==> src/rtl/core/isd_pkg.sv <==
`timescale 1ns / 1ps

package isd_pkg;

   // fixed field widths of the request and response words
   localparam int MASK_W  = 8;
   localparam int KEY_W   = 8;
   localparam int SLOT_W  = 3;
   localparam int SPACE_W = 16;
   localparam int CMD_W   = 2;
   localparam int MODE_W  = 2;

   // slot indices on the ports reach at most this many slots
   localparam int PORT_SLOTS = 8;

   // command codes
   localparam logic [CMD_W-1:0] CMD_CHOOSE   = 2'd0;
   localparam logic [CMD_W-1:0] CMD_SIMULATE = 2'd1;
   localparam logic [CMD_W-1:0] CMD_UPDATE   = 2'd2;

   // mode register codes
   localparam logic [MODE_W-1:0] MODE_RR  = 2'd0;
   localparam logic [MODE_W-1:0] MODE_LU  = 2'd1;
   localparam logic [MODE_W-1:0] MODE_KR  = 2'd2;

   // character constants for the key range method
   localparam logic [KEY_W-1:0] CHAR_UPPER_A = 8'h41;
   localparam logic [KEY_W-1:0] CHAR_UPPER_Z = 8'h5A;
   localparam logic [KEY_W-1:0] CHAR_LOWER_A = 8'h61;
   localparam logic [KEY_W-1:0] CASE_OFFSET  = 8'd32;

   // sequencer to scan datapath control
   typedef struct packed {
      logic              start;   // latch a new word
      logic              step;    // read data of slot idx is present
      logic [SLOT_W-1:0] idx;     // slot being evaluated
      logic              commit;  // result leaves for the output register
   } scan_ctl_type;

endpackage

==> src/rtl/core/isd_space_mem.sv <==
`timescale 1ns / 1ps

module isd_space_mem
   import isd_pkg::*;
#(
   parameter int DEPTH = 8,
   parameter int IDX_W = 3
) (
   input  logic               clock,
   input  logic               reset,
   input  logic               wr_en,
   input  logic [IDX_W-1:0]   wr_addr,
   input  logic [SPACE_W-1:0] wr_data,
   input  logic               rd_en,
   input  logic [IDX_W-1:0]   rd_addr,
   output logic [SPACE_W-1:0] rd_data
);

   logic [SPACE_W-1:0] space_ff [DEPTH];
   logic [DEPTH-1:0]   vld_ff;
   logic [SPACE_W-1:0] rd_data_ff;
   logic               rd_vld_ff;

   // storage array, one write and one registered read per cycle
   always_ff @(posedge clock) begin
      if (wr_en) begin
         space_ff[wr_addr] <= wr_data;
      end
      if (rd_en) begin
         rd_data_ff <= space_ff[rd_addr];
         rd_vld_ff  <= vld_ff[rd_addr];
      end
   end

   // written flags, an entry never written reads as zero
   always_ff @(posedge clock) begin
      if (reset) begin
         vld_ff <= '0;
      end else if (wr_en) begin
         vld_ff[wr_addr] <= 1'b1;
      end
   end

   assign rd_data = rd_vld_ff ? rd_data_ff : '0;

endmodule

==> src/rtl/core/isd_scan.sv <==
`timescale 1ns / 1ps

module isd_scan
   import isd_pkg::*;
#(
   parameter int SLOT_N  = 8,
   parameter int IDX_W   = 3,
   parameter int LETTERS = 26
) (
   input  logic               clock,
   input  logic               reset,
   input  scan_ctl_type       ctl,
   input  logic [CMD_W-1:0]   cmd,
   input  logic [MASK_W-1:0]  alive_mask,
   input  logic [KEY_W-1:0]   key_char,
   input  logic [MODE_W-1:0]  mode,
   input  logic [SPACE_W-1:0] rd_data,
   output logic               res_valid,
   output logic [SLOT_W-1:0]  res_slot
);

   localparam int LTR_W = (LETTERS > 1) ? $clog2(LETTERS) : 1;
   localparam int TH_W  = $clog2(LETTERS + SLOT_N) + 1;
   localparam int CNT_W = $clog2(SLOT_N + 1);

   // letters per alive slot, ceil(LETTERS / count), built at elaboration
   logic [TH_W-1:0] per_tab [SLOT_N+1];
   assign per_tab[0] = '0;
   for (genvar c = 1; c <= SLOT_N; c++) begin : g_per
      localparam int PER_C = (LETTERS + c - 1) / c;
      assign per_tab[c] = TH_W'(PER_C);
   end

   logic [CMD_W-1:0]   cmd_ff,  cmd_in;
   logic [SLOT_N-1:0]  mask_ff, mask_in;
   logic [LTR_W-1:0]   ltr_ff,  ltr_in;
   logic               ltr_ok_ff, ltr_ok_in;
   logic [TH_W-1:0]    per_ff,  per_in;
   logic [TH_W-1:0]    thr_ff,  thr_in;
   logic               found_ff, found_in;
   logic [SLOT_W-1:0]  best_ff, best_in;
   logic [SPACE_W-1:0] best_val_ff, best_val_in;
   logic               hi_found_ff, hi_found_in;
   logic [SLOT_W-1:0]  hi_ff, hi_in;
   logic               lo_found_ff, lo_found_in;
   logic [SLOT_W-1:0]  lo_ff, lo_in;
   logic [SLOT_W-1:0]  last_ff, last_in;
   logic               first_ff, first_in;

   logic [KEY_W-1:0]   fold;
   logic [KEY_W-1:0]   diff;
   logic [CNT_W-1:0]   cnt;
   logic               alive_now;
   logic               pick_valid;
   logic [SLOT_W-1:0]  pick_slot;

   // key folding and alive count for a new word
   always_comb begin
      if (key_char >= CHAR_UPPER_A && key_char <= CHAR_UPPER_Z) begin
         fold = key_char + CASE_OFFSET;
      end else begin
         fold = key_char;
      end
      diff = fold - CHAR_LOWER_A;
      cnt  = '0;
      for (int i = 0; i < SLOT_N; i++) begin
         cnt = cnt + CNT_W'(alive_mask[i]);
      end
   end

   assign alive_now = mask_ff[ctl.idx[IDX_W-1:0]];

   // per-slot accumulate, one slot per step
   always_comb begin
      cmd_in      = cmd_ff;
      mask_in     = mask_ff;
      ltr_in      = ltr_ff;
      ltr_ok_in   = ltr_ok_ff;
      per_in      = per_ff;
      thr_in      = thr_ff;
      found_in    = found_ff;
      best_in     = best_ff;
      best_val_in = best_val_ff;
      hi_found_in = hi_found_ff;
      hi_in       = hi_ff;
      lo_found_in = lo_found_ff;
      lo_in       = lo_ff;
      last_in     = last_ff;
      first_in    = first_ff;

      if (ctl.start) begin
         cmd_in      = cmd;
         mask_in     = alive_mask[SLOT_N-1:0];
         ltr_in      = diff[LTR_W-1:0];
         ltr_ok_in   = (fold >= CHAR_LOWER_A) &&
                       ({1'b0, fold} < ({1'b0, CHAR_LOWER_A} + 9'(LETTERS)));
         per_in      = per_tab[cnt];
         thr_in      = per_tab[cnt];
         found_in    = 1'b0;
         hi_found_in = 1'b0;
         lo_found_in = 1'b0;
      end else if (ctl.step && alive_now) begin
         case (mode)
            MODE_RR: begin
               if (!lo_found_ff) begin
                  lo_found_in = 1'b1;
                  lo_in       = ctl.idx;
               end
               if (!first_ff && !hi_found_ff && ctl.idx > last_ff) begin
                  hi_found_in = 1'b1;
                  hi_in       = ctl.idx;
               end
            end
            MODE_LU: begin
               if (!found_ff || rd_data < best_val_ff) begin
                  found_in    = 1'b1;
                  best_in     = ctl.idx;
                  best_val_in = rd_data;
               end
            end
            MODE_KR: begin
               // the k-th alive slot, counted from zero, holds letters below (k + 1) * per
               if (!found_ff && TH_W'(ltr_ff) < thr_ff) begin
                  found_in = 1'b1;
                  best_in  = ctl.idx;
               end
               thr_in = thr_ff + per_ff;
            end
            default: begin
            end
         endcase
      end

      // round-robin pointer moves only on a committed choice
      if (ctl.commit && cmd_ff == CMD_CHOOSE && mode == MODE_RR && pick_valid) begin
         last_in  = pick_slot;
         first_in = 1'b0;
      end
   end

   // final choice from the accumulators
   always_comb begin
      pick_valid = 1'b0;
      pick_slot  = '0;
      case (mode)
         MODE_RR: begin
            pick_valid = hi_found_ff || lo_found_ff;
            pick_slot  = hi_found_ff ? hi_ff : lo_ff;
         end
         MODE_LU: begin
            pick_valid = found_ff;
            pick_slot  = best_ff;
         end
         MODE_KR: begin
            pick_valid = found_ff && ltr_ok_ff;
            pick_slot  = best_ff;
         end
         default: begin
            pick_valid = 1'b0;
         end
      endcase
      if (cmd_ff != CMD_CHOOSE && cmd_ff != CMD_SIMULATE) begin
         pick_valid = 1'b0;
      end
      if (!pick_valid) begin
         pick_slot = '0;
      end
   end

   assign res_valid = pick_valid;
   assign res_slot  = pick_slot;

   // control state
   always_ff @(posedge clock) begin
      if (reset) begin
         cmd_ff      <= CMD_UPDATE;
         found_ff    <= 1'b0;
         hi_found_ff <= 1'b0;
         lo_found_ff <= 1'b0;
         last_ff     <= '0;
         first_ff    <= 1'b1;
      end else begin
         cmd_ff      <= cmd_in;
         found_ff    <= found_in;
         hi_found_ff <= hi_found_in;
         lo_found_ff <= lo_found_in;
         last_ff     <= last_in;
         first_ff    <= first_in;
      end
   end

   // payload
   always_ff @(posedge clock) begin
      mask_ff     <= mask_in;
      ltr_ff      <= ltr_in;
      ltr_ok_ff   <= ltr_ok_in;
      per_ff      <= per_in;
      thr_ff      <= thr_in;
      best_ff     <= best_in;
      best_val_ff <= best_val_in;
      hi_ff       <= hi_in;
      lo_ff       <= lo_in;
   end

endmodule

==> src/rtl/core/instance_distribution_selector.sv <==
`timescale 1ns / 1ps

// Slot selector: picks one of up to eight storage slots for a key among the
// alive slots, by round robin, least space used (lowest slot on a tie) or key
// range by first letter, as set by the mode register. A choose word commits a
// round-robin pick, a simulate word answers without moving the pointer, and an
// update word writes one slot's space count. Every request word yields exactly
// one response word. Space counts sit in a small one-port-read memory; a
// choose or simulate word walks it one slot per cycle and then passes the last
// and finish steps before its response is loaded; an update word, an unused
// code or any word in the unused mode goes from acceptance straight to the
// finish step. A new request is taken once the previous response is in the
// output register. The mode register may be written only while no request is
// in flight.

module instance_distribution_selector
   import isd_pkg::*;
#(
   parameter int SLOTS   = 8,
   parameter int LETTERS = 26
) (
   input  logic              clock,
   input  logic              reset,
   // request: tdata = alive_mask[7:0], key_first_char[15:8], slot[18:16],
   // space_used[34:19], zero pad; tuser = command
   input  logic              req_tvalid,
   output logic              req_tready,
   input  logic [39:0]       req_tdata,
   input  logic [CMD_W-1:0]  req_tuser,
   // response: tdata = chosen_slot[2:0], zero pad; tuser = choice_valid
   output logic              rsp_tvalid,
   input  logic              rsp_tready,
   output logic [7:0]        rsp_tdata,
   output logic              rsp_tuser,
   // mode register
   input  logic              csr_wr_en,
   input  logic [MODE_W-1:0] csr_wr_data
);

   localparam int SLOT_N = (SLOTS < PORT_SLOTS) ? SLOTS : PORT_SLOTS;
   localparam int IDX_W  = (SLOT_N > 1) ? $clog2(SLOT_N) : 1;

   typedef enum logic [3:0] {
      ST_IDLE = 4'b0001,
      ST_SCAN = 4'b0010,
      ST_LAST = 4'b0100,
      ST_FIN  = 4'b1000
   } state_type;

   state_type          state_ff, state_in;
   logic [MODE_W-1:0]  mode_ff;
   logic [IDX_W-1:0]   rd_idx_ff, rd_idx_in;
   logic               step_ff;
   logic [IDX_W-1:0]   step_idx_ff;
   logic               rsp_valid_ff, rsp_valid_in;
   logic               rsp_choice_ff;
   logic [SLOT_W-1:0]  rsp_slot_ff;

   logic [MASK_W-1:0]  f_alive;
   logic [KEY_W-1:0]   f_key;
   logic [SLOT_W-1:0]  f_slot;
   logic [SPACE_W-1:0] f_space;

   logic               accept;
   logic               need_scan;
   logic               out_free;
   logic               load_rsp;
   logic               wr_en;
   logic [SPACE_W-1:0] rd_data;
   logic               res_valid;
   logic [SLOT_W-1:0]  res_slot;
   scan_ctl_type       ctl;

   // request word fields
   assign f_alive = req_tdata[7:0];
   assign f_key   = req_tdata[15:8];
   assign f_slot  = req_tdata[18:16];
   assign f_space = req_tdata[34:19];

   assign req_tready = (state_ff == ST_IDLE);
   assign accept     = req_tvalid && req_tready;
   assign need_scan  = (req_tuser == CMD_CHOOSE || req_tuser == CMD_SIMULATE) &&
                       (mode_ff == MODE_RR || mode_ff == MODE_LU || mode_ff == MODE_KR);
   assign out_free   = !rsp_valid_ff || rsp_tready;
   assign load_rsp   = (state_ff == ST_FIN) && out_free;
   assign wr_en      = accept && req_tuser == CMD_UPDATE &&
                       ({1'b0, f_slot} < 4'(SLOT_N));

   // sequencer
   always_comb begin
      state_in  = state_ff;
      rd_idx_in = rd_idx_ff;
      unique case (state_ff)
         ST_IDLE: begin
            if (accept) begin
               rd_idx_in = '0;
               state_in  = need_scan ? ST_SCAN : ST_FIN;
            end
         end
         ST_SCAN: begin
            if (rd_idx_ff == IDX_W'(SLOT_N - 1)) begin
               state_in = ST_LAST;
            end else begin
               rd_idx_in = rd_idx_ff + 1'b1;
            end
         end
         ST_LAST: begin
            state_in = ST_FIN;
         end
         ST_FIN: begin
            if (out_free) begin
               state_in = ST_IDLE;
            end
         end
         default: begin
            state_in = ST_IDLE;
         end
      endcase
   end

   // output register
   always_comb begin
      rsp_valid_in = rsp_valid_ff;
      if (load_rsp) begin
         rsp_valid_in = 1'b1;
      end else if (rsp_tready) begin
         rsp_valid_in = 1'b0;
      end
   end

   always_ff @(posedge clock) begin
      if (reset) begin
         state_ff     <= ST_IDLE;
         mode_ff      <= MODE_RR;
         step_ff      <= 1'b0;
         rsp_valid_ff <= 1'b0;
      end else begin
         state_ff     <= state_in;
         step_ff      <= (state_ff == ST_SCAN);
         rsp_valid_ff <= rsp_valid_in;
         if (csr_wr_en) begin
            mode_ff <= csr_wr_data;
         end
      end
   end

   always_ff @(posedge clock) begin
      rd_idx_ff   <= rd_idx_in;
      step_idx_ff <= rd_idx_ff;
      if (load_rsp) begin
         rsp_choice_ff <= res_valid;
         rsp_slot_ff   <= res_slot;
      end
   end

   // scan control, read data of a slot arrives in the cycle after its address
   always_comb begin
      ctl.start  = accept;
      ctl.step   = step_ff;
      ctl.idx    = SLOT_W'(step_idx_ff);
      ctl.commit = load_rsp;
   end

   // update words write here at acceptance, scan reads come later, so no
   // read and write of the same entry ever share a cycle
   isd_space_mem #(
      .DEPTH (SLOT_N),
      .IDX_W (IDX_W)
   ) u_mem (
      .clock   (clock),
      .reset   (reset),
      .wr_en   (wr_en),
      .wr_addr (f_slot[IDX_W-1:0]),
      .wr_data (f_space),
      .rd_en   (state_ff == ST_SCAN),
      .rd_addr (rd_idx_ff),
      .rd_data (rd_data)
   );

   isd_scan #(
      .SLOT_N  (SLOT_N),
      .IDX_W   (IDX_W),
      .LETTERS (LETTERS)
   ) u_scan (
      .clock      (clock),
      .reset      (reset),
      .ctl        (ctl),
      .cmd        (req_tuser),
      .alive_mask (f_alive),
      .key_char   (f_key),
      .mode       (mode_ff),
      .rd_data    (rd_data),
      .res_valid  (res_valid),
      .res_slot   (res_slot)
   );

   assign rsp_tvalid = rsp_valid_ff;
   assign rsp_tuser  = rsp_choice_ff;
   assign rsp_tdata  = {5'b0, rsp_slot_ff};

   // a taken request closes the input until its response is loaded
   a_busy_after_accept: assert property (@(posedge clock) disable iff (reset)
      accept |=> !req_tready)
      else $error("request taken while a word is in flight");

   // a refused choice reports slot zero
   a_no_choice_zero: assert property (@(posedge clock) disable iff (reset)
      (rsp_tvalid && !rsp_tuser) |-> (rsp_tdata == 8'd0))
      else $error("slot reported without a choice");

   // a chosen slot lies within the configured slots
   a_slot_range: assert property (@(posedge clock) disable iff (reset)
      (rsp_tvalid && rsp_tuser) |-> ({1'b0, rsp_tdata[2:0]} < 4'(SLOT_N)))
      else $error("chosen slot out of range");

   // the last scan step is always followed by the finish step
   a_load_after_scan: assert property (@(posedge clock) disable iff (reset)
      (state_ff == ST_LAST) |=> (state_ff == ST_FIN))
      else $error("scan did not end in the finish step");

endmodule
==> config.mk <==
export PLATFORM = sky130hd
export DESIGN_NAME = instance_distribution_selector
export DESIGN_NICKNAME = d
export VERILOG_FILES = /design/src/rtl/core/isd_pkg.sv /design/src/rtl/core/isd_space_mem.sv /design/src/rtl/core/isd_scan.sv /design/src/rtl/core/instance_distribution_selector.sv
export SDC_FILE = /design/constraint.sdc
export NUM_CORES = 1
export LEC_CHECK = 0
export BUFFER_PORTS_ARGS = -buffer_cell sky130_fd_sc_hd__buf_2
export CAP_MARGIN = 20
export CORE_ASPECT_RATIO = 1.75
export CORE_MARGIN = 10
export CORE_UTILIZATION = 41
export CTS_BUF_LIST = sky130_fd_sc_hd__clkbuf_4
export DETAILED_ROUTE_END_ITERATION = 8
export SYNTH_ARGS = -nofsm -noshare
export SYNTH_HDL_FRONTEND = slang
export SYNTH_SLANG_ARGS = --single-unit
==> constraint.sdc <==
create_clock -name clock -period 9.35 [get_ports clock]
set_clock_uncertainty 0.15 [all_clocks]
set_input_delay 2.805 -clock clock [delete_from_list [all_inputs] [get_ports clock]]
set_output_delay 2.805 -clock clock [all_outputs]
set_load 0.03 [all_outputs]
==> impl_metrics.ini, run 1 <==
[critical_path]
rr_worst_depth = 8
critPathMaxFanout = 5
timing.rr.start = u_mem.rd_vld_ff$_DFFE_PP_
critical-path-top-delay-family = adder cells
cp_slowest_stage_delay_ps = 500
rrSetupSlack_ps = 6330
start_kind = input pin
path_buf_inv = 4
cp_common_cell = fa_1
endpoint_kind = flip-flop
crit_chain = buf_2 -> ha_1 -> inv_1 -> fa_1 -> fa_1 -> inv_1 -> fa_1 -> inv_1 -> fa_1 -> nor2b_1 -> a221oi_1 -> mux2_2
critPathKind = in2reg
crit_required_ps = 9740
arrival_ps = 5790
cp_slowest_cell = fa_1
r2r_end = u_scan.best_ff[2]$_DFFE_PP_

[synth]
netlist_area_um2 = 9910
synthArstFlopShare_pct = 0
synth_edf_count = 203
yosysTopAreaCell = edfxtp_1
ys_seq_area_share_pct = 67.1
synthTopCellsByArea = edfxtp_1 (61%), mux4_2 (8.2%), dfxtp_1 (5.7%)
avgSynthCellArea_um2 = 16.1
yosys_warnings = 0
synth_flop_cell = edfxtp_1
synth_cells = 614
yosysTopAreaCellShare_pct = 61.5
yosysUniqueCellTypes = 61
synth_seq_cells = 231

[clock_network]
cts_tree = yes
cts_sinks = 231
ctsRootBufferMaster = clkbuf_4
cts.path.max_buffers = 3
ctsHoldBuffers = 0
cts_buffers = 53
clk_latency_ps = 670
clk_pin_slew_ps = 70
cts.repair.resized = 0
cts-htree-levels = 2
postCtsSetupBuffers = 0

[sta]
whs_ps = 234
worstMarginPinSlew_ps = 1020
slew_headroom_pct = 32.1
report.final.slew_viol_count = 0
fin_crit_ps = 5410
period_share_pct = 57.8
max_freq_mhz = 185
hold_violations = 0
finalSetupViolations = 0
tns_ps = 0
rsz0062_at_grt = no

[global_routing]
grt_pass1_vias = 6067
grt_overflow = 0
grt_usage_pct = 12.7
grt_pass1_wl_um = 30600
grt_max_degree = 36
antenna_found_initial = 2

[route]
wl_per_cell_um = 17.9
vias = 5372
finalWirelength_um = 19000
drt_iter0_markers = 240
drc = 0
avgViaCountPerCell = 5.05
drt-pass1-iter-count = 4
postRouteAntennaNets = 0

[min_path]
hp-class = reg2reg
hold_depth = 0
worst_hold_startpoint = rd_idx_ff[1]$_SDFFCE_PN0P_
hold_path_end = step_idx_ff[1]$_DFF_P_

[pwr]
switching_share_pct = 24.2
p_seq_share_pct = 52.8
p_leak_nw = 4.17
p_per_area_nw_per_um2 = 200
p_int_mw = 1.71
p_sw_mw = 0.546
peakVddDrop_uv = 86.7
power.share.clock_pct = 35.6
share_comb_of_total_power_pct = 11.6

[cells_and_area]
mostFrequentLayoutCells = edfxtp_1 (203), clkbuf_4 (80), inv_1 (50)
area_growth_syn_to_layout_pct = 13.5
drive_gt1_share_pct = 29.4
final_util_pct = 47.0
fin_nets = 806
design_area_um2 = 11300
final_common_cell = edfxtp_1

[status]
status = finished, final reports clean

[floorplanning]
initial_core_util_pct = 41.4
die_h_um = 226
die_w_um = 138
rows = 75
die_area_um2 = 31000
num_io_pins = 60
core_region_area_um2 = 23900

[placed_design]
portBuffers = 49
place_hpwl_um = 12600
postPlaceCellArea_um2 = 10500
gp_congestion = 0.811

[job]
drv_cap = 0
## per-stage QoR
step	cells	total power, mW	setup WS (ps)
after global placement	963	1.47	3290
after CTS	1062	2.29	4000
final	1064	2.25	3940
after floorplan	618	1.40	3560
after global routing	1064	2.38	3820
after detailed placement	963	1.48	3270
## cell usage after synthesis, types with 3 or more instances
library cell	instances
edfxtp_1	203
inv_1	50
ha_1	41
mux4_2	36
dfxtp_1	28
nor2_1	28
a21oi_1	24
mux2_2	22
and2_1	20
nand2_1	20
o21ai_0	16
clkbuf_1	11
nand2b_1	9
nor3_1	8
o21ba_2	7
xor2_1	6
buf_2	5
buf_4	5
fa_1	5
nor2b_1	5
a211oi_1	4
nor3b_1	4
a21o_1	3
a22oi_1	3
mux2i_1	3
nand3_1	3
## kinds of logic (layout without fill, tap and decap cells)
family          after synthesis  count (layout)  share of synthesized area [%]
compound gates               78              78                           5.26
xor+xnor                      8               8                          0.707
fa+ha+maj                    46              46                           6.18
buf+inv                      74             211                           3.13
flops                       231             231                           67.1
mux                          61              61                           11.0
other cells                   1               6                         0.0378
simple gates                115             115                           6.56
## layer usage
metal	share of wire, %	GRT usage (%)
met5	0.068	0
met4	2.7	6.01
met3	3.8	2.89
met2	57	23.6
met1	37	12.6
## flip-flops by register name, summed over array words and instances (netlist names), 4 cells and up
| register | flops |
|---|---|
| state_ff | 4 |
| u_mem.rd_data_ff | 16 |
| u_mem.space_ff | 128 |
| u_mem.vld_ff | 8 |
| u_scan.best_val_ff | 16 |
| u_scan.ltr_ff | 5 |
| u_scan.mask_ff | 8 |
| u_scan.per_ff | 5 |
| u_scan.thr_ff | 7 |
## worst max-delay path by stage
stage                       startpoint                    endpoint  slack (ps)  depth (start not counted)
after floorplan           req_tdata[0]  u_scan.thr_ff[0]$_DFFE_PP_        3560                         11
after global placement    req_tdata[0]  u_scan.thr_ff[0]$_DFFE_PP_        3290                         12
after detailed placement  req_tdata[0]  u_scan.thr_ff[0]$_DFFE_PP_        3270                         12
after CTS                 req_tdata[0]  u_scan.thr_ff[0]$_DFFE_PP_        4000                         12
after global routing      req_tdata[0]  u_scan.thr_ff[3]$_DFFE_PP_        3820                         14
final                     req_tdata[0]  u_scan.thr_ff[0]$_DFFE_PP_        3940                         12
## power by group through the flow
stage          Combinational, mW  Clock [mW]  Sequential (mW)
3_3_place_gp               0.253           0             1.21
3_5_place_dp               0.264           0             1.22
6_report                   0.261       0.802             1.19
5_1_grt                    0.295       0.886             1.20
4_1_cts                    0.266       0.835             1.19
2_1_floorplan              0.199           0             1.20
## area by class of cell
class	count	area (um^2)
fillers	2098	12700
multi-input cells	313	2970
clock buffers	80	601
well taps	308	385
diodes	1	2.50
inverters	51	191
flip-flops and latches	231	6660
clock inverters	19	109
repair buffers	61	333
Power figures use the tool's default switching activity.
==> inputs of run 2 (changes only) <==
==> constraint.sdc (replaced) <==
create_clock -name clock -period 5.2 [get_ports clock]
set_clock_uncertainty 0.15 [all_clocks]
set_input_delay 1.56 -clock clock [delete_from_list [all_inputs] [get_ports clock]]
set_output_delay 1.56 -clock clock [all_outputs]
set_load 0.03 [all_outputs]
==> run 2 against run 1 <==
Count of clock-buffer cells in the layout is 7 lower. Non-clock buffer count unchanged. Critical path depth stayed put. Via count rose by 0.37%. Register-to-register slack worse by 4200 ps. Design area rose by 0.27%. Critical path type unchanged.
==> impl_metrics.ini, run 2 (synthesis gave the netlist of run 1 again) <==
[critical_path]
crit_path_start = req_tdata[0]
start_kind = input pin
rrSetupSlack_ps = 2160
cp_slowest_cell = fa_1
critPathMaxFanout = 5
critPathKind = in2reg
timing.rr.start = u_mem.rd_vld_ff$_DFFE_PP_
endpoint_kind = flip-flop
cp-endpoint = u_scan.thr_ff[0]$_DFFE_PP_
crit_required_ps = 5600
cp_common_cell = fa_1
arrival_ps = 4550
r2r_end = u_scan.best_ff[0]$_DFFE_PP_
cp_slowest_stage_delay_ps = 490
rr_worst_depth = 8
crit_chain = buf_2 -> ha_1 -> inv_1 -> fa_1 -> fa_1 -> inv_1 -> fa_1 -> inv_1 -> fa_1 -> nor2b_1 -> a221oi_1 -> mux2_2

[cells_and_area]
drive_gt1_share_pct = 29.0
largest_reg_flops = 128
seq_area_um2 = 6660
n_fill_cell = 2126
multi_input_comb_area_um2 = 2970
regMostFlops = u_mem.space_ff
area_growth_syn_to_layout_pct = 13.8
final_common_cell = edfxtp_1
final_util_pct = 47.1
mostFrequentLayoutCells = edfxtp_1 (203), clkbuf_4 (73), inv_1 (50)
fin_nets = 806
largest_registers = u_mem.space_ff x128, u_mem.rd_data_ff x16, u_scan.best_val_ff x16

[sta]
finalSetupViolations = 0
hold_violations = 0
period_share_pct = 79.9
slew_headroom_pct = 30.1
rsz0062_at_grt = no
report.final.slew_viol_count = 0
tns_ps = 0
worstMarginPinSlew_ps = 1050
fin_crit_ps = 4150
max_freq_mhz = 241
fin_ws_ps = 1050

[floorplanning]
core_region_area_um2 = 23900
die_w_um = 138
die_area_um2 = 31000
num_io_pins = 60
initial_core_util_pct = 41.4
rows = 75
die_h_um = 226

[placed_design]
place_ws_ps = 353
gp_congestion = 0.818
portBuffers = 49
place_hpwl_um = 12800

[pwr]
p_sw_mw = 0.999
p_leak_nw = 4.20
power.share.clock_pct = 36.7
share_comb_of_total_power_pct = 11.3
p_int_mw = 3.12
p_seq_share_pct = 52.0
switching_share_pct = 24.2
peakVddDrop_uv = 139
p_per_area_nw_per_um2 = 365

[clock_network]
clk_latency_ps = 690
cts_tree = yes
cts-htree-levels = 2
postCtsSetupBuffers = 0
clk_pin_slew_ps = 70
ctsHoldBuffers = 0
cts.path.max_buffers = 3
cts_sinks = 231
ctsRootBufferMaster = clkbuf_4
cts.repair.resized = 0
cts_buffers = 53

[route]
drt-pass1-iter-count = 4
drc = 0
drt_iter0_markers = 272
avgViaCountPerCell = 5.07
postRouteAntennaNets = 0
finalWirelength_um = 19400
vias = 5392
wl_per_cell_um = 18.3

[global_routing]
grt_pass1_vias = 6033
grt_overflow = 0
grt_max_degree = 38
grt_pass1_wl_um = 31100
grt_usage_pct = 12.9
antenna_found_initial = 3

[min_path]
worst_hold_startpoint = rd_idx_ff[1]$_SDFFCE_PN0P_
hp-class = reg2reg

[status]
status = finished, final reports clean

[job]
drv_cap = 0
==> run 2: worst min-delay path by stage <==
stage	to	slack [ps]	cells past startpoint
4_1_cts	step_idx_ff[1]$_DFF_P_	230	0
3_5_place_dp	step_idx_ff[1]$_DFF_P_	210	0
6_report	step_idx_ff[1]$_DFF_P_	230	0
3_3_place_gp	step_idx_ff[1]$_DFF_P_	210	0
2_1_floorplan	step_idx_ff[1]$_DFF_P_	220	0
5_1_grt	step_idx_ff[1]$_DFF_P_	230	0
==> run 2: area by class of cell <==
| type | instances | share of cell area [%] |
|---|---|---|
| clock inverter | 25 | 1.63 |
| timing repair buffer | 61 | 3.02 |
| clock buffer | 73 | 4.86 |
| tap | 308 | 3.42 |
| multi-input combinational | 313 | 26.4 |
| sequential | 231 | 59.0 |
| inverter | 51 | 1.70 |
| antenna | 1 | 0.0222 |
==> run 2: worst max-delay path, delay by kind of cell <==
| kind | cells | cell delay [ps] |
|---|---|---|
| AND/OR/NAND/NOR | 1 | 160 |
| AO/OA/AOI/OAI | 1 | 270 |
| buffers and inverters | 4 | 310 |
| adder cells (fa/ha/maj) | 5 | 2030 |
| multiplexers | 1 | 220 |
==> run 2: stage by stage <==
stage | instance area, um^2 | instances | hold slack (ps) | total power [mW]
floorplan | 9930 | 618 | 222 | 2.52
global placement | 10500 | 963 | 212 | 2.64
detailed placement | 10500 | 963 | 211 | 2.66
CTS | 11300 | 1061 | 227 | 4.20
global route | 11300 | 1063 | 232 | 4.34
finish | 11300 | 1063 | 233 | 4.12
==> run 2: metal layers <==
layer / track usage [%] / up-vias / part of all wire [%]
li1: - / 2554 / -
met1: 12.6 / 2683 / 36
met2: 24.2 / 112 / 56
met3: 3.45 / 39 / 4.9
met4: 5.84 / 4 / 2.6
met5: 0 / - / 0.12
==> run 2: power groups by stage <==
stage	registers (mW)	clock network, mW	logic [mW]
after detailed placement	2.18	0	0.473
after global placement	2.18	0	0.454
after CTS	2.14	1.58	0.477
after global routing	2.15	1.66	0.531
final	2.14	1.51	0.466
after floorplan	2.16	0	0.359
